==> src/hw/rtl/bmse_pkg.sv <==
// ----------------------------------------------------------------------------
// bmse_pkg
// Shared types and constants for the square-window binary mask erosion block.
// ----------------------------------------------------------------------------
package bmse_pkg;

  // item kinds carried on the input tuser bit
  localparam logic OP_PIXEL = 1'b0;
  localparam logic OP_DRAIN = 1'b1;

  // configuration register indices
  localparam int unsigned CFG_IDX_W = 2;
  localparam logic [CFG_IDX_W-1:0] REG_KERNEL_SIZE  = 2'd0;
  localparam logic [CFG_IDX_W-1:0] REG_FRAME_WIDTH  = 2'd1;
  localparam logic [CFG_IDX_W-1:0] REG_FRAME_HEIGHT = 2'd2;

  localparam int unsigned CFG_DATA_W = 12;
  localparam int unsigned KSIZE_W    = 4;
  localparam int unsigned PAD_W      = 3;
  localparam int unsigned DIM_W      = 12;
  localparam int unsigned ROW_W      = 11;
  localparam int unsigned COORD_W    = 11;
  localparam int unsigned RUN_W      = 4;
  localparam int unsigned IDX_W      = 26;
  localparam int unsigned MAX_HEIGHT = 2048;

  // reset values of the registers
  localparam logic [KSIZE_W-1:0] KSIZE_RST  = 4'd3;
  localparam logic [DIM_W-1:0]   WIDTH_RST  = 12'd640;
  localparam logic [DIM_W-1:0]   HEIGHT_RST = 12'd480;

  // effective frame geometry
  typedef struct packed {
    logic [KSIZE_W-1:0] k;
    logic [PAD_W-1:0]   pad;
    logic [DIM_W-1:0]   w;
    logic [DIM_W-1:0]   h;
  } geo_t;

  // per-item control flags handed from the scan stage to the core
  typedef struct packed {
    logic drain;
    logic pix_valid;
    logic first;
    logic row_zero;
    logic col_zero;
    logic emit;
    logic wrap;
  } item_t;

endpackage

==> src/hw/rtl/bmse_cfg.sv <==
// ----------------------------------------------------------------------------
// bmse_cfg
// Configuration registers and the effective window side and frame size.
// ----------------------------------------------------------------------------
module bmse_cfg #(
  parameter int unsigned MAX_WIDTH = 2048,
  parameter int unsigned MAX_PAD   = 7
) (
  input  logic                              clk,
  input  logic                              rst_n,
  input  logic                              wr_en,
  input  logic [bmse_pkg::CFG_IDX_W-1:0]    wr_index,
  input  logic [bmse_pkg::CFG_DATA_W-1:0]   wr_data,
  output bmse_pkg::geo_t                    geo
);

  localparam int unsigned KCAP = 2 * MAX_PAD + 1;

  logic [bmse_pkg::KSIZE_W-1:0] ksize_r;
  logic [bmse_pkg::DIM_W-1:0]   width_r;
  logic [bmse_pkg::DIM_W-1:0]   height_r;
  logic [bmse_pkg::KSIZE_W-1:0] k_raised;
  logic [bmse_pkg::KSIZE_W-1:0] k_odd;
  logic [bmse_pkg::KSIZE_W-1:0] k_eff;

  always_ff @(posedge clk) begin
    if (!rst_n) begin
      ksize_r  <= bmse_pkg::KSIZE_RST;
      width_r  <= bmse_pkg::WIDTH_RST;
      height_r <= bmse_pkg::HEIGHT_RST;
    end else if (wr_en) begin
      if (wr_index == bmse_pkg::REG_KERNEL_SIZE) begin
        ksize_r <= wr_data[bmse_pkg::KSIZE_W-1:0];
      end
      if (wr_index == bmse_pkg::REG_FRAME_WIDTH) begin
        width_r <= wr_data;
      end
      if (wr_index == bmse_pkg::REG_FRAME_HEIGHT) begin
        height_r <= wr_data;
      end
    end
  end

  always_comb begin
    // raise to three, make odd, cap at the built maximum
    k_raised = (ksize_r < 4'd3) ? 4'd3 : ksize_r;
    k_odd    = k_raised[0] ? k_raised : (k_raised + 4'd1);
    k_eff    = (32'(k_odd) > KCAP) ? bmse_pkg::KSIZE_W'(KCAP) : k_odd;

    geo.k   = k_eff;
    geo.pad = k_eff[bmse_pkg::KSIZE_W-1:1];

    if (width_r == '0) begin
      geo.w = 12'd1;
    end else if (32'(width_r) > MAX_WIDTH) begin
      geo.w = bmse_pkg::DIM_W'(MAX_WIDTH);
    end else begin
      geo.w = width_r;
    end

    if (height_r == '0) begin
      geo.h = 12'd1;
    end else if (32'(height_r) > bmse_pkg::MAX_HEIGHT) begin
      geo.h = bmse_pkg::DIM_W'(bmse_pkg::MAX_HEIGHT);
    end else begin
      geo.h = height_r;
    end
  end

endmodule

==> config.mk <==
export PLATFORM = sky130hd
export DESIGN_NAME = bmse_cfg
export DESIGN_NICKNAME = d
export VERILOG_FILES = /design/src/hw/rtl/bmse_pkg.sv /design/src/hw/rtl/bmse_cfg.sv
export SDC_FILE = /design/constraint.sdc
export NUM_CORES = 1
export LEC_CHECK = 0
export ABC_AREA = 1
export ABC_CLOCK_PERIOD_IN_PS = 1500
export BUFFER_PORTS_ARGS = -buffer_cell sky130_fd_sc_hd__buf_2
export CORE_ASPECT_RATIO = 0.6
export CORE_MARGIN = 3
export CORE_UTILIZATION = 47
export CTS_CLUSTER_SIZE = 10
export DETAILED_ROUTE_END_ITERATION = 12
export PLACE_DENSITY = 0.84
export SLEW_MARGIN = 0
export SYNTH_ARGS = -nofsm -noshare
export SYNTH_HDL_FRONTEND = slang
export SYNTH_SLANG_ARGS = --single-unit
==> constraint.sdc <==
create_clock -name clk -period 1.5 [get_ports clk]
set_clock_uncertainty 0.15 [all_clocks]
set_input_delay 0.15 -clock clk [delete_from_list [all_inputs] [get_ports clk]]
set_output_delay 0.15 -clock clk [all_outputs]
set_load 0.05 [all_outputs]
==> reports/results.txt <==
Worst EP arrival - 1.49 ns
Synth unique cells - 23
Reg2Reg Launch Point - height_r[3]$_SDFFE_PN0P_
Tcrit/Tclk final - 1.19
Place WS - -0.0271 ns
Worst path cell trace - nor2_4, nand2_2, nor2_4, nand2_4, a21boi_2, buf_6
End point of the critical path - geo[14]
Grt ovf - 0
Layer with the highest usage - met2
Area growth syn-to-layout - 50.2%
Post-Route WL - 4080 um
Routing usage on met1 - 0.263
Worst reg-to-reg setup slack - 0.49 ns
Fraction of final layout cells with drive strength greater than 1 - 0.492
Area after detailed placement - 1690 um^2
Standard cell with the maximum stage delay on the critical path - dfxtp_2
Die Outline Area - 3650 um^2
Fmax - 558 MHz
Fill count - 173
Horizontal die dimension - 76.0 um
Combined global-route utilization of all metal layers - 0.215
Startpoint type of the worst setup path - flop
Required time of the worst setup path - 1.20 ns
Setup Crit Path Kind - flop to primary output
CTS buffer count - 3
Maximum fanout encountered on the critical timing path - 5
Combined area of the multi-input logic cells - 796 um^2
Iteration-0 DRC count of the detailed router - 118
First-pass GRT wire length - 6050 um
Post-route cell area - 2070 um^2
Largest net degree at the start of global routing - 28
Inserted Diodes - 0
Number of standard-cell rows in the floorplan - 14
Capturing element type of the critical path - primary output
Failing checks - negative setup slack
Number of register bits inferred by synthesis - 27
Routed wire length per instance - 14.1 um
Post-synthesis sequential area ratio - 0.391
Placed cell count - 271
Post-Synthesis Cell Area - 1380 um^2
Unrepaired setup endpoints after global routing - true
Post-route setup TNS - -4.21 ns
Number of antenna violations at the first check in global routing - 0
Gate count after technology mapping - 187
First-pass iteration count of the detailed router - 4
Post-detailed-route DRC marker count - 0
Classification of the worst-slack hold path - input pin to flop
Boundary Pins - 48
Terminus of the critical flop-to-flop path - height_r[3]$_SDFFE_PN0P_
Post-DR vias/cell - 5.00
CTS tree - done
Buffer levels on the longest clock path - 2
Power per Cell Area - 849 nW/um^2
Time the worst path needs with I/O delays and setup - 1.79 ns
Worst setup path start - width_r[6]$_SDFFE_PN0P_
Initial core utilization - 0.522
Total core area - 2650 um^2
Number of maximum-capacitance constraint violations - 0
Detail Route Antenna Nets - 0
Post-Layout Cell Count - 290
Worst Reg2Reg Path Length in Cells - 4
Synthesized area divided by synthesized cell count - 7.39 um^2
Least setup slack across all paths after layout - -0.292 ns
Total area of sequential cells - 552 um^2
Synthesized netlist net count - 204
Number of buffers inserted by port buffering - 46
Layout net count - 268
Kind of cell adding the most delay to the critical path - simple AND/OR/NAND/NOR gates
Hold violation total from the final report - 0
Number of global-route vias before repair - 1357
Via count - 1450
Clock latency on the worst-skew pair - 0.27 ns
Final Max Tran Viols - 0
Number of endpoints failing setup at the final stage - 19
Highest ir drop seen on vdd - 0.469 mV
Buffer cell driving the clock tree root - clkbuf_8
Number of buffer and inverter stages on the critical path - 1
CTS clock-pin slew for the worst setup and hold paths - 0.10 ns
Status - finished with violations
Met2 GRT Util - 0.384
HPWL after detailed placement - 2450 um
Fraction of the core area covered by cells at the end of the flow - 0.784
Leakage power - 0.00100 uW
Count of H-tree levels built during CTS - 1
Die Height - 48.0 um
Most frequent CP cell - nor2_4
Clock sink count - 27
Depth of the critical timing path with buffers and inverters included - 6
Longest individual stage delay on the worst path - 0.36 ns
Routing usage on met3 - 0.0602
Routability cong. - 0.796
Warnings, synthesis - 0
-- area by class of cell --
class,instances,share of cell area
Inverter,15,0.0271
Tap cell,40,0.0241
Multi-Input combinational cell,132,0.384
Sequential cell,27,0.266
Clock inverter,1,0.00362
Timing Repair Buffer,72,0.276
Clock buffer,3,0.0199
-- metrics by stage --
step                hold slack, ns  power [uW]
floorplan                    0.113        1120
detailed placement           0.219        1230
CTS                        0.00789        1730
global route                0.0292        1820
finish                      0.0134        1760
global placement             0.214        1230
-- cells by family (layout without fill, tap and decap cells) --
logic type	after synthesis	in the layout	synth area share
buf+inv	30	91	0.0987
other cells	1	1	0.00271
flops	27	27	0.391
simple gates	83	85	0.264
compound gates	46	46	0.244
-- tightest hold or removal path: cells and delay by family --
family / cells / cell delay, ns
buffers and inverters: 1 / 0.11
AND/OR/NAND/NOR: 1 / 0.09
AO/OA/AOI/OAI: 1 / 0.07
-- flip-flops by register name (all words and copies together), names as in the netlist --
name	flops
height_r	12
width_r	12
ksize_r	3
-- worst min path at each step --
stage / from / endpoint / slack [ns] / cells past startpoint
6_report: wr_data[3] / height_r[3]$_SDFFE_PN0P_ / 0.01 / 3
5_1_grt: wr_data[3] / height_r[3]$_SDFFE_PN0P_ / 0.03 / 3
4_1_cts: wr_data[3] / height_r[3]$_SDFFE_PN0P_ / 0.008 / 3
3_5_place_dp: wr_data[7] / height_r[7]$_SDFFE_PN1P_ / 0.22 / 3
3_3_place_gp: wr_data[7] / height_r[7]$_SDFFE_PN1P_ / 0.21 / 3
2_1_floorplan: wr_data[5] / height_r[5]$_SDFFE_PN1P_ / 0.11 / 2
-- routing by layer --
layer / vias up / share of wire
met5: - / 0
met4: 0 / 0.0071
met3: 4 / 0.068
met2: 53 / 0.47
met1: 676 / 0.46
li1: 717 / -
-- where the power goes --
group / switching (uW) / total, uW / internal, uW
clock network: 238 / 427 / 189
logic: 343 / 547 / 204
registers: 29.7 / 786 / 757
-- what timing repair did --
action	in CTS	in global routing
setup buffers	2	2
pin swaps	4	11
resized for setup	46	24
hold buffers	9	0
gates cloned	2	0
endpoints found under the hold margin	12	0
endpoints found under the setup margin	19	21
-- Yosys cell counts (all sizes together) --
cell    count  share of area
or2         2         0.0091
o211ai      2          0.011
clkbuf      4          0.011
nand2      28          0.089
o21ai      20          0.072
conb        1         0.0027
nor2       45           0.13
nand3       8          0.036
a21boi     14           0.11
a21oi       9          0.041
dfxtp      27           0.39
buf        11          0.047
o21bai      1         0.0054
inv        15          0.041
-- placed cells by master, fill, tap and decap left out, types with 5 or more instances in the layout --
cell type and instances:
a21boi_2 14, a21oi_1 6, buf_2 25, buf_4 18, buf_6 19, dfxtp_1 18, dfxtp_2 9, dlygate4sd3_1 9
inv_1 10, inv_2 5, nand2_1 21, nand2_2 5, nand3_1 6, nor2_1 32, nor2_2 8, nor2_4 5
o21ai_0 10, o21ai_1 10
Note: power is estimated with default switching activity, not from simulation.
