### src/hw/rtl/bmse_pkg.sv
// ----------------------------------------------------------------------------
// bmse_pkg
// Shared types and constants for the square-window binary mask erosion block.
// ----------------------------------------------------------------------------
package bmse_pkg;

  // item kinds carried on the input tuser bit
  localparam logic OP_PIXEL = 1'b0;
  localparam logic OP_DRAIN = 1'b1;

  // configuration register indices
  localparam int unsigned CFG_IDX_W = 2;
  localparam logic [CFG_IDX_W-1:0] REG_KERNEL_SIZE  = 2'd0;
  localparam logic [CFG_IDX_W-1:0] REG_FRAME_WIDTH  = 2'd1;
  localparam logic [CFG_IDX_W-1:0] REG_FRAME_HEIGHT = 2'd2;

  localparam int unsigned CFG_DATA_W = 12;
  localparam int unsigned KSIZE_W    = 4;
  localparam int unsigned PAD_W      = 3;
  localparam int unsigned DIM_W      = 12;
  localparam int unsigned ROW_W      = 11;
  localparam int unsigned COORD_W    = 11;
  localparam int unsigned RUN_W      = 4;
  localparam int unsigned IDX_W      = 26;
  localparam int unsigned MAX_HEIGHT = 2048;

  // reset values of the registers
  localparam logic [KSIZE_W-1:0] KSIZE_RST  = 4'd3;
  localparam logic [DIM_W-1:0]   WIDTH_RST  = 12'd640;
  localparam logic [DIM_W-1:0]   HEIGHT_RST = 12'd480;

  // effective frame geometry
  typedef struct packed {
    logic [KSIZE_W-1:0] k;
    logic [PAD_W-1:0]   pad;
    logic [DIM_W-1:0]   w;
    logic [DIM_W-1:0]   h;
  } geo_t;

  // per-item control flags handed from the scan stage to the core
  typedef struct packed {
    logic drain;
    logic pix_valid;
    logic first;
    logic row_zero;
    logic col_zero;
    logic emit;
    logic wrap;
  } item_t;

endpackage

### src/hw/rtl/bmse_scan.sv
// ----------------------------------------------------------------------------
// bmse_scan
// Input raster position, lag check and frame wrap for each accepted request.
// ----------------------------------------------------------------------------
module bmse_scan #(
  parameter int unsigned MAX_WIDTH = 2048
) (
  input  logic                          clk,
  input  logic                          rst_n,
  input  logic                          fire,
  input  logic                          opcode,
  input  logic                          pixel_valid,
  input  bmse_pkg::geo_t                geo,
  output bmse_pkg::item_t               item,
  output logic [$clog2(MAX_WIDTH)-1:0]  col
);

  localparam int unsigned AW = $clog2(MAX_WIDTH);

  logic [AW-1:0]                col_r;
  logic [AW-1:0]                col_nxt;
  logic [bmse_pkg::ROW_W-1:0]   row_r;
  logic [bmse_pkg::ROW_W-1:0]   row_nxt;
  logic [bmse_pkg::ROW_W-1:0]   row_c;
  logic [bmse_pkg::IDX_W-1:0]   idx;
  logic [bmse_pkg::IDX_W-1:0]   lag;
  logic                         col_end;
  logic                         row_end;
  logic                         is_drain;

  always_comb begin
    is_drain = (opcode == bmse_pkg::OP_DRAIN);

    // clamp in case the frame shrank
    col   = (32'(col_r) >= 32'(geo.w)) ? AW'(geo.w - 12'd1) : col_r;
    row_c = (32'(row_r) >= 32'(geo.h)) ? bmse_pkg::ROW_W'(geo.h - 12'd1) : row_r;

    idx = bmse_pkg::IDX_W'(row_c) * bmse_pkg::IDX_W'(geo.w) + bmse_pkg::IDX_W'(col);
    lag = bmse_pkg::IDX_W'(geo.pad) * bmse_pkg::IDX_W'(geo.w) + bmse_pkg::IDX_W'(geo.pad);

    col_end = (32'(col) + 32'd1 >= 32'(geo.w));
    row_end = (32'(row_c) + 32'd1 >= 32'(geo.h));

    if (col_end) begin
      col_nxt = '0;
      row_nxt = row_end ? '0 : (row_c + 11'd1);
    end else begin
      col_nxt = col + AW'(1);
      row_nxt = row_c;
    end

    item.drain     = is_drain;
    item.pix_valid = pixel_valid;
    item.first     = !is_drain && (row_c == '0) && (col == '0);
    item.row_zero  = (row_c == '0);
    item.col_zero  = (col == '0);
    item.emit      = !is_drain && (idx >= lag);
    item.wrap      = !is_drain && col_end && row_end;
  end

  always_ff @(posedge clk) begin
    if (!rst_n) begin
      col_r <= '0;
      row_r <= '0;
    end else if (fire && !is_drain) begin
      col_r <= col_nxt;
      row_r <= row_nxt;
    end
  end

endmodule

### config.mk
export PLATFORM = sky130hd
export DESIGN_NAME = bmse_scan
export DESIGN_NICKNAME = d
export VERILOG_FILES = /design/src/hw/rtl/bmse_pkg.sv /design/src/hw/rtl/bmse_scan.sv
export SDC_FILE = /design/constraint.sdc
export NUM_CORES = 1
export LEC_CHECK = 0
export BUFFER_PORTS_ARGS = -buffer_cell sky130_fd_sc_hd__buf_2
export CAP_MARGIN = 20
export CORE_UTILIZATION = 51
export CTS_BUF_LIST = sky130_fd_sc_hd__clkbuf_16
export CTS_CLUSTER_DIAMETER = 120
export DETAILED_ROUTE_END_ITERATION = 8
export HOLD_SLACK_MARGIN = 0.08
export PLACE_DENSITY = 0.74
export SYNTH_ARGS = -nofsm -noshare
export SYNTH_HDL_FRONTEND = slang
export SYNTH_SLANG_ARGS = --single-unit
### constraint.sdc
create_clock -name clk -period 9.2 [get_ports clk]
set_input_delay 0.46 -clock clk [delete_from_list [all_inputs] [get_ports clk]]
set_output_delay 0.46 -clock clk [all_outputs]
set_load 0.01 [all_outputs]
==> results_tabular.tex, run 1 <==
\begin{tabular}{lr}
\hline
Metric & Value \\
\hline
\multicolumn{2}{l}{\textbf{Global routing}} \\
\quad Global-route wire length before repair & 45.3 mm \\
\quad Number of antenna violations at the first check in global routing & 0 \\
\quad Largest net degree at the start of global routing & 20 \\
\quad Total overflow reported by the global router & 0 \\
\quad Via count of the first global-routing pass & 8887 \\
\quad GRT Overall Usage & 28.6\% \\
\multicolumn{2}{l}{\textbf{Power}} \\
\quad Leak pwr & 5.59 nW \\
\quad Tot Pwr & 0.00114 W \\
\quad Pwr/cell area & 106 nW/um\^{}2 \\
\quad Peak supply drop & 0.108 mV \\
\multicolumn{2}{l}{\textbf{Drt}} \\
\quad Number of iterations in the first detailed-routing pass & 5 \\
\quad Post-route antenna net violation count & 0 \\
\quad Total via count in the routed design & 9097 \\
\quad Detail-routed via count per cell & roughly 5.8 \\
\quad Routed wire length per instance & 17.2 um \\
\quad Drc violations & 0 \\
\quad Initial drt markers & 642 \\
\quad Drt total wl & 27.1 mm \\
\multicolumn{2}{l}{\textbf{STA}} \\
\quad Final Hold Fails & 0 \\
\quad Number of setup violations in the final report & 0 \\
\quad Worst Setup Slack, final & 406 ps \\
\quad Transition time of the tightest slew-check pin & slightly below 1000 ps \\
\quad Worst slew margin relative to its limit & 33.2\% \\
\quad Final-layout worst hold slack & around 530 ps \\
\quad Final number of max-transition violations & 0 \\
\quad Worst setup skew after layout & around 5.1 ps \\
\quad Final worst path period share & 95.6\% \\
\quad Minimum clock period & a little under 9000 ps \\
\quad Achievable Freq & 114 MHz \\
\multicolumn{2}{l}{\textbf{Synthesis}} \\
\quad Area share of xor/xnor cells in the synthesized design & 4.70\% \\
\quad Register bit count reported by yosys & 22 \\
\quad Sequential cell area fraction in the yosys report & 4.47\% \\
\quad Most instantiated cells after synthesis & sky130\_fd\_sc\_hd\_\_inv\_1 (205), sky130\_fd\_sc\_hd\_\_ha\_1 (160), sky130\_fd\_sc\_hd\_\_nand2\_1 (145) \\
\quad Asr flop ratio synth & 0\% \\
\quad Count of distinct cell types in the synthesized netlist & 77 \\
\quad Mapped Area & 9840 sq um \\
\quad Adder-Cell Fraction of Synth Area & 43.3\% \\
\quad Post-synth top area share & 23.0\% \\
\quad Area share of and/or/nand/nor cells after synthesis & 19.9\% \\
\quad Synth Instances & about 1300 \\
\quad Ranking of synthesized cells by area & sky130\_fd\_sc\_hd\_\_fa\_1 (23\%), sky130\_fd\_sc\_hd\_\_ha\_1 (20\%), sky130\_fd\_sc\_hd\_\_inv\_1 (7.8\%) \\
\quad Compound-cell area share of the yosys netlist & 15.9\% \\
\quad Main combinational cell family by area after synthesis & adder cells \\
\quad Synthesized area per cell & about 8 sq um \\
\quad EDFF count, synth & 0 \\
\quad Library cell with the highest instance count after synthesis & sky130\_fd\_sc\_hd\_\_inv\_1 \\
\quad Yosys warns & 0 \\
\quad Cell accounting for the most synthesized area & sky130\_fd\_sc\_hd\_\_fa\_1 \\
\quad Post-Syn Nets & 1572 \\
\quad Top FF cell, synth & sky130\_fd\_sc\_hd\_\_dfxtp\_1 \\
\quad Multiplexer fraction of the synthesized cell area & 1.96\% \\
\multicolumn{2}{l}{\textbf{Die}} \\
\quad Die width & 141 um \\
\quad I/O pin count & 54 \\
\quad Core ar. & approximately 19000 sq um \\
\quad Chip height & 141 um \\
\quad Number of cell rows & 50 \\
\quad Die outline area & 19900 sq um \\
\quad Effective utilization at floorplan & 52.3\% \\
\multicolumn{2}{l}{\textbf{CTS}} \\
\quad Longest Clk Path Bufs & 2 \\
\quad Cts bufs inserted & 3 \\
\quad H-tree lvl count & 1 \\
\quad Clock latency at the later pin of the worst-skew pair & 260 ps \\
\quad Clk slew on worst S/H paths & 70 ps \\
\quad Total number of clock tree sinks & 22 \\
\quad Count of hold-fix buffers inserted at cts & 0 \\
\quad CTS tree & done \\
\quad Root buffer cell & sky130\_fd\_sc\_hd\_\_clkbuf\_16 \\
\multicolumn{2}{l}{\textbf{Placed design}} \\
\quad IO Port Bufs & between 40 and 50 \\
\quad HPWL reported at the end of detailed placement & 22.7 mm \\
\quad Last weighted congestion value of the routability-driven placer & about 0.94 \\
\quad Pre-CTS worst setup slack & 154 ps \\
\multicolumn{2}{l}{\textbf{Finish}} \\
\quad Layout area overhead & 8.93\% \\
\quad Share of post-route cells with drive strength above 1 & between 10\% and 20\% \\
\quad Final net count & 1630 \\
\quad Diodes inserted & 0 \\
\multicolumn{2}{l}{\textbf{Worst hold path}} \\
\quad Hold Crit Class & flop to flop \\
\multicolumn{2}{l}{\textbf{Worst setup path}} \\
\quad Delay contributed by the slowest stage of the critical path & 550 ps \\
\quad CP arrival & between 8000 and 9000 ps \\
\quad Worst R2R Setup Slack & 2770 ps \\
\quad CP Class & input port to output pin \\
\quad Highest fanout seen on the critical path & 16 \\
\quad Cell occurring most often along the worst timing path & sky130\_fd\_sc\_hd\_\_fa\_1 \\
\quad Slowest CP cell & sky130\_fd\_sc\_hd\_\_fa\_1 \\
\quad Capturing element type of the critical path & output pin \\
\quad Worst path required time & slightly below 9000 ps \\
\quad Worst setup SP type & input port \\
\multicolumn{2}{l}{\textbf{Run}} \\
\quad Count of maximum capacitance violations & 0 \\
\multicolumn{2}{l}{\textbf{Status}} \\
\quad Result of the run & finished, final reports clean \\
\hline
\end{tabular}
[kinds of logic (layout without fill, tap and decap cells)]
kind of cell | count (synthesis) | after routing
compound gates | 242 | 242
xor+xnor | 52 | 52
fa+ha+maj | 273 | 273
buf+inv | 249 | 306
flops | 22 | 22
mux | 18 | 18
simple gates | 407 | 407
[routing by layer]
metal	track usage [%]	vias to the layer above	share of wire [%]
met4	8.58	0	3.4
met2	46.9	330	46
met5	0	-	0
li1	-	4359	-
met1	39.3	4347	44
met3	3.74	61	7.3
[power by group]
part	internal (W)	switching, W	leakage (nW)
registers	0.0000988	0.00000530	0.179
logic	0.000372	0.000536	5.35
clock network	0.0000865	0.0000399	0.0511
[worst max-delay path, delay by kind of cell]
kind / cells / cell delay [ps]
and+or+nand+nor: 5 / 760
xor gates and xnor gates: 1 / 170
adders and majority gates: 8 / 3420
buffers and inverters: 10 / 1230
AOI/OAI and AO/OA: 11 / 2290
[sequential cells by signal, indices dropped and copies added, names as in the netlist]
| register | count |
|---|---|
| row_r | 11 |
| col_r | 11 |
[cells in the final DEF (no fill, tap or decap), types with 7 or more instances in the layout]
cell type	n
sky130_fd_sc_hd__dfxtp_1	22
sky130_fd_sc_hd__nand4_1	14
sky130_fd_sc_hd__a21oi_1	63
sky130_fd_sc_hd__nand2b_1	12
sky130_fd_sc_hd__nand2_1	145
sky130_fd_sc_hd__o21ai_0	58
sky130_fd_sc_hd__xor2_1	13
sky130_fd_sc_hd__fa_1	113
sky130_fd_sc_hd__mux2_2	7
sky130_fd_sc_hd__inv_1	204
sky130_fd_sc_hd__ha_1	160
sky130_fd_sc_hd__or3_1	10
sky130_fd_sc_hd__nor3_1	35
sky130_fd_sc_hd__o21a_1	9
sky130_fd_sc_hd__buf_2	47
sky130_fd_sc_hd__nand3_1	32
sky130_fd_sc_hd__a211oi_1	12
sky130_fd_sc_hd__nor2b_1	12
sky130_fd_sc_hd__buf_4	46
sky130_fd_sc_hd__mux2i_1	7
sky130_fd_sc_hd__and2_1	18
sky130_fd_sc_hd__nor2_1	89
sky130_fd_sc_hd__a22o_1	8
sky130_fd_sc_hd__a31oi_1	8
sky130_fd_sc_hd__xnor2_1	38
sky130_fd_sc_hd__a21o_1	22
[per-stage QoR]
stage | cells | instance area, sq um | util [%] | setup TNS [ps]
2_1_floorplan | 1263 | 9840 | - | 0
3_3_place_gp | 1575 | 10600 | 56.2 | 0
3_5_place_dp | 1575 | 10600 | 56.2 | 0
4_1_cts | 1579 | 10700 | 56.7 | 0
5_1_grt | 1580 | 10700 | 57.0 | -29.8
6_report | 1580 | 10700 | 57.0 | 0
[timing repair]
item | CTS | global route
endpoints found under the setup margin | 0 | 1
buffers inserted | 0 | 1
resized for setup | 0 | 13
[worst paths after layout]
| check | start | endpoint | cells past startpoint |
|---|---|---|---|
| worst max-delay path | geo[5] | item[1] | 35 |
| worst min-delay path | col_r[10] | col_r[10] | 1 |
| worst max register to register | col_r[4] | col_r[7] | 22 |
| worst min register to register | col_r[10] | col_r[10] | 1 |
[cell type report]
cell class	count	area, sq um
Clock inverter	1	30.0
Timing Repair Buffer	94	596
Multi-Input combinational cell	992	8480
Sequential cell	22	440
Inverter	208	781
Clock buffer	3	75.1
Tap cell	260	325
Fill cell	1754	8110
Note: power is estimated with default switching activity, not from simulation.
==> run 2: changes to the inputs <==
BUFFER_PORTS_ARGS = -buffer_cell sky130_fd_sc_hd__buf_4   (was -buffer_cell sky130_fd_sc_hd__buf_2)
CORE_UTILIZATION = 38   (was 51)
PLACE_DENSITY = 0.6   (was 0.74)
==> run 2 against run 1 <==
- non-clock buffer count grew 1
- clock skew increased by 7.1 ps
- sequential share of layout area fell by 0.090 points
- total power up 2.2%
- clock power up 5%
- first-iteration DRC count rose by 13%
- largest cell class unchanged
- wire length increased by 6.3%
- setup slack better by 69 ps
- critical path depth fell by 3
- fmax grew 0.79%
==> results_tabular.tex, run 2 (synthesis results as in run 1) <==
\begin{tabular}{lr}
\hline
Metric & Value \\
\hline
\multicolumn{2}{l}{\textbf{Finish}} \\
\quad Commonest cells after routing, fill and taps aside & sky130\_fd\_sc\_hd\_\_inv\_1 (205), sky130\_fd\_sc\_hd\_\_ha\_1 (160), sky130\_fd\_sc\_hd\_\_nand2\_1 (145), sky130\_fd\_sc\_hd\_\_fa\_1 (113), sky130\_fd\_sc\_hd\_\_buf\_4 (93) \\
\quad Biggest regs & col\_r x11, row\_r x11 \\
\quad Diodes inserted & 0 \\
\quad Most common cell after layout, fill and taps aside & sky130\_fd\_sc\_hd\_\_inv\_1 \\
\quad Post-route core utilization & between 40 and 50\% \\
\quad Share of post-route cells with drive strength above 1 & 10.3\% \\
\quad Number of filler instances in the final layout & 2594 \\
\quad Layout area overhead & 11.4\% \\
\quad Final net count & 1631 \\
\multicolumn{2}{l}{\textbf{Die}} \\
\quad Core ar. & 25300 sq um \\
\quad I/O pin count & 54 \\
\quad Effective utilization at floorplan & about two fifths \\
\quad Die outline area & 26600 sq um \\
\quad Number of cell rows & 58 \\
\quad Die width & 163 um \\
\quad Chip height & 163 um \\
\multicolumn{2}{l}{\textbf{CTS}} \\
\quad Clock latency at the later pin of the worst-skew pair & 280 ps \\
\quad Total number of clock tree sinks & 22 \\
\quad CTS tree & done \\
\quad H-tree lvl count & 1 \\
\quad Count of hold-fix buffers inserted at cts & 0 \\
\quad Clk slew on worst S/H paths & about 80 ps \\
\quad Cts bufs inserted & 3 \\
\quad Longest Clk Path Bufs & 2 \\
\quad Root buffer cell & sky130\_fd\_sc\_hd\_\_clkbuf\_16 \\
\multicolumn{2}{l}{\textbf{Power}} \\
\quad Internal power contribution & 0.000569 W \\
\quad Part of the total power dissipated in the clock network & 11.3\% \\
\quad Switching Fraction & 51.1\% \\
\quad Sequential power share & 9.0\% \\
\quad Peak supply drop & 0.0659 mV \\
\quad Net Switching & roughly 0.00059 W \\
\quad Logic pwr share & roughly 80\% \\
\quad Leak pwr & about 5.6 nW \\
\quad Pwr/cell area & 106 nW/um\^{}2 \\
\multicolumn{2}{l}{\textbf{Worst setup path}} \\
\quad Delay contributed by the slowest stage of the critical path & slightly below 600 ps \\
\quad Critical path launch point & row\_r[9] \\
\quad CP bufs+invs & 7 \\
\quad CP Class & flop to output pin \\
\quad Worst path required time & roughly 8700 ps \\
\quad CP arrival & 8260 ps \\
\quad Highest fanout seen on the critical path & 12 \\
\quad Worst path top cell family by delay & adder cells \\
\quad Worst setup SP type & flop \\
\quad Slowest CP cell & sky130\_fd\_sc\_hd\_\_fa\_1 \\
\quad Crit Reg-Reg Startpoint & col\_r[0] \\
\quad Cell occurring most often along the worst timing path & sky130\_fd\_sc\_hd\_\_fa\_1 \\
\quad Capturing element type of the critical path & output pin \\
\multicolumn{2}{l}{\textbf{STA}} \\
\quad Minimum clock period & 8720 ps \\
\quad Worst Setup Slack, final & 475 ps \\
\quad Final number of max-transition violations & 0 \\
\quad Achievable Freq & 115 MHz \\
\quad Worst slew margin relative to its limit & 14.3\% \\
\quad Final worst path period share & between 90\% and 100\% \\
\quad Final Hold Fails & 0 \\
\quad Number of setup violations in the final report & 0 \\
\quad Transition time of the tightest slew-check pin & between 1000 and 1500 ps \\
\quad Worst setup skew after layout & roughly 12 ps \\
\multicolumn{2}{l}{\textbf{Placed design}} \\
\quad IO Port Bufs & 47 \\
\quad Pre-CTS worst setup slack & 185 ps \\
\quad HPWL reported at the end of detailed placement & 23.7 mm \\
\quad Last weighted congestion value of the routability-driven placer & 0.951 \\
\multicolumn{2}{l}{\textbf{Global routing}} \\
\quad Via count of the first global-routing pass & between 8000 and 9000 \\
\quad GRT Overall Usage & between 20\% and 30\% \\
\quad Number of antenna violations at the first check in global routing & 0 \\
\quad Largest net degree at the start of global routing & 20 \\
\quad Global-route wire length before repair & about 48 mm \\
\quad Total overflow reported by the global router & 0 \\
\multicolumn{2}{l}{\textbf{Run}} \\
\quad Count of maximum capacitance violations & 0 \\
\multicolumn{2}{l}{\textbf{Drt}} \\
\quad Total via count in the routed design & between 9000 and 10000 \\
\quad Post-route antenna net violation count & 0 \\
\quad Routed wire length per instance & 17.5 um \\
\quad Drc violations & 0 \\
\quad Drt total wl & roughly 29 mm \\
\quad Detail-routed via count per cell & about 5.5 \\
\quad Initial drt markers & around 730 \\
\quad Number of iterations in the first detailed-routing pass & 6 \\
\multicolumn{2}{l}{\textbf{Status}} \\
\quad Result of the run & finished, final reports clean \\
\multicolumn{2}{l}{\textbf{Worst hold path}} \\
\quad Hold Crit Class & input port to flop \\
\quad Hold Startpoint & rst\_n \\
\hline
\end{tabular}
run 2: cell count changes in the layout (fill, tap and decap cells not counted), moves of 2 or more:
cell,before,now
sky130_fd_sc_hd__mux2i_2,4,2
sky130_fd_sc_hd__mux2i_1,7,9
sky130_fd_sc_hd__buf_4,46,93
sky130_fd_sc_hd__buf_2,47,0
sky130_fd_sc_hd__buf_12,0,2
run 2: area by class of cell:
class	instances	area, sq um	area share [%]
clock inverters	1	30.0	0.274
inverters	208	781	7.12
clock buffers	3	75.1	0.685
flip-flops and latches	22	440	4.02
repair buffers	95	738	6.73
well taps	330	413	3.77
multi-input cells	992	8490	77.4
run 2: timing repair:
action | in CTS | in global routing
endpoints found under the setup margin | 0 | 1
setup buffers | 0 | 2
gates resized for setup | 0 | 10
run 2: path summary, 6_finish.rpt:
path / endpoint / slack, ps / cells past startpoint
setup / recovery: item[1] / 480 / 32
hold / removal: row_r[2] / 510 / 3
setup reg to reg: col_r[7] / 3370 / 22
hold reg to reg: row_r[1] / 540 / 2
run 2: metrics by stage:
stage	TNS, ps	power, W	area, sq um	instances	hold slack [ps]
2_1_floorplan	0	0.000771	9840	1263	469
3_3_place_gp	0	0.000999	10800	1645	526
3_5_place_dp	0	0.00101	10800	1645	530
4_1_cts	0	0.00115	10900	1649	498
5_1_grt	-4.72	0.00131	11000	1651	523
6_report	0	0.00116	11000	1651	506
run 2: per-layer routing:
metal / part of all wire [%] / global-route usage [%] / vias to the layer above
met3: 5.8 / 2.29 / 55
met2: 47 / 38.1 / 297
met4: 3.0 / 6.67 / 0
met1: 45 / 30.5 / 4361
li1: - / - / 4366
met5: 0 / 0 / -
run 2: power by group through the flow:
stage / Clock (W) / Combinational [W] / Sequential (W)
detailed placement: 0 / 0.000904 / 0.000106
global route: 0.000137 / 0.00107 / 0.000104
floorplan: 0 / 0.000667 / 0.000104
global placement: 0 / 0.000893 / 0.000106
finish: 0.000132 / 0.000928 / 0.000104
CTS: 0.000132 / 0.000913 / 0.000104
run 2: tightest hold or removal path, cell delays in order:
cell and delay [ps]:
sky130_fd_sc_hd__buf_4 160, sky130_fd_sc_hd__o21ai_0 80, sky130_fd_sc_hd__a31oi_1 40
==> run 3: changes to the inputs <==
CORE_UTILIZATION = 48   (was 38)
PLACE_DENSITY = 0.71   (was 0.6)
clock period = 8.6 ns   (was 9.2 ns; I/O delays follow)
==> run 3 against run 2 <==
- critical path depth is the same
- sequential cell count stayed put
- wire length rose by 1.6%
- total power up 25%
- setup slack got worse by 100 ps
- register-to-register slack worse by 580 ps
- count of clock-buffer cells in the layout is the same
- sequential power is 7% higher
- combinational power up 30%
- die area down 21%
==> results_tabular.tex, run 3 (synthesis results as in run 1) <==
\begin{tabular}{lr}
\hline
Metric & Value \\
\hline
\multicolumn{2}{l}{\textbf{Global routing}} \\
\quad Via count of the first global-routing pass & $\sim$9400 \\
\quad Largest net degree at the start of global routing & 20 \\
\quad Total overflow reported by the global router & 0 \\
\quad Global-route wire length before repair & 47.5 mm \\
\quad Number of antenna violations at the first check in global routing & 0 \\
\quad GRT Overall Usage & 27.7\% \\
\multicolumn{2}{l}{\textbf{Worst hold path}} \\
\quad Count of cells along the worst hold path & 3 \\
\quad Worst hold endpoint & row\_r[9] \\
\quad Hold Crit Class & input port to flop \\
\quad Hold Startpoint & rst\_n \\
\multicolumn{2}{l}{\textbf{Die}} \\
\quad Chip height & 145 um \\
\quad Number of cell rows & 52 \\
\quad Core ar. & around 20000 sq um \\
\quad Die outline area & 21100 sq um \\
\quad Die width & 145 um \\
\quad I/O pin count & 54 \\
\quad Effective utilization at floorplan & between 40\% and 50\% \\
\multicolumn{2}{l}{\textbf{Power}} \\
\quad Sequential power share & 7.6\% \\
\quad Logic pwr share & about 83\% \\
\quad Part of the total power dissipated in the clock network & about a tenth \\
\quad Peak supply drop & 0.112 mV \\
\quad Tot Pwr & about 0.0015 W \\
\quad Leak pwr & about 6 nW \\
\quad Net Switching & around 0.00071 W \\
\quad Switching Fraction & 49.1\% \\
\quad Pwr/cell area & 122 nW/um\^{}2 \\
\quad Internal power contribution & 0.000740 W \\
\multicolumn{2}{l}{\textbf{Worst setup path}} \\
\quad Highest fanout seen on the critical path & 5 \\
\quad Worst path required time & 8170 ps \\
\quad CP arrival & 7800 ps \\
\quad Worst R2R Setup Slack & between 2000 and 3000 ps \\
\quad Slowest CP cell & sky130\_fd\_sc\_hd\_\_fa\_1 \\
\quad Crit Reg-Reg Startpoint & col\_r[0] \\
\quad Cell occurring most often along the worst timing path & sky130\_fd\_sc\_hd\_\_fa\_1 \\
\quad CP Class & flop to output pin \\
\quad Capturing element type of the critical path & output pin \\
\quad Delay contributed by the slowest stage of the critical path & around 550 ps \\
\quad Worst flop-to-flop path endpoint & col\_r[7] \\
\quad R2r worst-path depth & 23 \\
\quad Worst setup SP type & flop \\
\multicolumn{2}{l}{\textbf{Finish}} \\
\quad Finished layout cell area & about 12000 sq um \\
\quad Diodes inserted & 0 \\
\quad Layout area overhead & 21.2\% \\
\quad Post-route core utilization & 59.1\% \\
\quad Commonest cells after routing, fill and taps aside & sky130\_fd\_sc\_hd\_\_inv\_1 (200), sky130\_fd\_sc\_hd\_\_ha\_1 (150), sky130\_fd\_sc\_hd\_\_buf\_4 (149), sky130\_fd\_sc\_hd\_\_nand2\_1 (141), sky130\_fd\_sc\_hd\_\_fa\_1 (108) \\
\quad Share of post-route cells with drive strength above 1 & just under 20\% \\
\quad Final non-filler cell total & 1662 \\
\quad Number of filler instances in the final layout & 1786 \\
\quad Biggest regs & col\_r x11, row\_r x11 \\
\quad Most common cell after layout, fill and taps aside & sky130\_fd\_sc\_hd\_\_inv\_1 \\
\quad Final net count & 1702 \\
\multicolumn{2}{l}{\textbf{STA}} \\
\quad Worst slew margin relative to its limit & between 30\% and 40\% \\
\quad Minimum clock period & 8230 ps \\
\quad Final Hold Fails & 0 \\
\quad Number of setup violations in the final report & 0 \\
\quad Achievable Freq & around 120 MHz \\
\quad Worst Setup Slack, final & 373 ps \\
\quad Final number of max-transition violations & 0 \\
\quad Final worst path period share & 95.7\% \\
\quad Worst setup skew after layout & roughly 3.2 ps \\
\quad Transition time of the tightest slew-check pin & 931 ps \\
\multicolumn{2}{l}{\textbf{CTS}} \\
\quad Longest Clk Path Bufs & 2 \\
\quad Clk slew on worst S/H paths & around 70 ps \\
\quad H-tree lvl count & 1 \\
\quad Cts bufs inserted & 3 \\
\quad CTS tree & done \\
\quad Root buffer cell & sky130\_fd\_sc\_hd\_\_clkbuf\_16 \\
\quad Count of hold-fix buffers inserted at cts & 0 \\
\quad Clock latency at the later pin of the worst-skew pair & 260 ps \\
\quad Total number of clock tree sinks & 22 \\
\multicolumn{2}{l}{\textbf{Drt}} \\
\quad Post-route antenna net violation count & 0 \\
\quad Initial drt markers & 624 \\
\quad Detail-routed via count per cell & 5.78 \\
\quad Drc violations & 0 \\
\quad Total via count in the routed design & 9607 \\
\quad Routed wire length per instance & 17.6 um \\
\quad Number of iterations in the first detailed-routing pass & 9 \\
\quad Drt total wl & between 20 and 30 mm \\
\multicolumn{2}{l}{\textbf{Run}} \\
\quad Count of maximum capacitance violations & 0 \\
\multicolumn{2}{l}{\textbf{Placed design}} \\
\quad Last weighted congestion value of the routability-driven placer & 1.00 \\
\quad HPWL reported at the end of detailed placement & 23.6 mm \\
\quad Pre-CTS worst setup slack & between 0.2 and 0.25 ps \\
\quad IO Port Bufs & 47 \\
\quad DP Cell Count & 1635 \\
\quad Standard cell area after detailed placement & 11100 sq um \\
\multicolumn{2}{l}{\textbf{Status}} \\
\quad Result of the run & finished, final reports clean \\
\hline
\end{tabular}
==> run 3: changes by cell type in the layout (fill, tap and decap cells not counted), moves of 7 or more <==
cell	delta
sky130_fd_sc_hd__buf_4	+56
sky130_fd_sc_hd__buf_6	+10
sky130_fd_sc_hd__ha_1	-10
sky130_fd_sc_hd__a21oi_1	-9
sky130_fd_sc_hd__o21ai_0	-9
sky130_fd_sc_hd__a21oi_2	+8
sky130_fd_sc_hd__dfxtp_1	-8
sky130_fd_sc_hd__ha_4	+8
sky130_fd_sc_hd__o21ai_2	+7
==> run 3: power by group through the flow <==
stage	clock (W)	combinational [W]	sequential [W]
CTS	0.000135	0.00105	0.000110
global route	0.000139	0.00136	0.000111
detailed placement	0	0.00103	0.000113
global placement	0	0.00101	0.000112
floorplan	0	0.000714	0.000111
finish	0.000137	0.00121	0.000111
==> run 3: worst max-delay path by stage <==
stage	cells past startpoint	startpoint	end	slack [ps]
after detailed placement	31	geo[7]	item[1]	0.2
final	32	row_r[5]	item[1]	370
after global routing	36	row_r[1]	item[1]	-90
after CTS	37	row_r[0]	item[1]	40
after global placement	35	geo[7]	item[1]	-20
after floorplan	28	geo[5]	item[1]	360
==> run 3: critical path, delay by kind of cell (launching register included) <==
family,cells,cell delay [ps]
simple gates,3,430
compound gates,12,2390
flops,1,340
xor+xnor,1,150
fa+ha+maj,8,3270
buf+inv,8,950
==> run 3: final cells by class <==
type                    instances  area, sq um  share of cell area (%)
flip-flops and latches         22          458                    3.84
clock inverters                 1         30.0                   0.252
well taps                     270          338                    2.83
clock buffers                   3         75.1                   0.629
multi-input cells             992         8880                    74.5
inverters                     208          783                    6.57
repair buffers                166         1360                    11.4
==> run 3: per-stage QoR <==
step,hold WS [ps],setup TNS (ps)
2_1_floorplan,469,0
3_3_place_gp,523,-19.2
3_5_place_dp,525,0
4_1_cts,473,0
5_1_grt,479,-94.0
6_report,483,0
==> run 3: repair_timing <==
action / 4_1_cts / 5_1_grt
resized for setup: 2 / 121
gates cloned: 0 / 4
endpoints found under the setup margin: 1 / 1
pin swaps: 0 / 53
setup buffers: 0 / 19
==> run 3: layer usage <==
metal	GRT usage [%]	wire [um]	up-vias
met5	0	0	-
met4	9.32	1230	0
met3	3.33	2390	90
met2	44.4	13500	434
met1	38.7	12200	4573
li1	-	-	4510
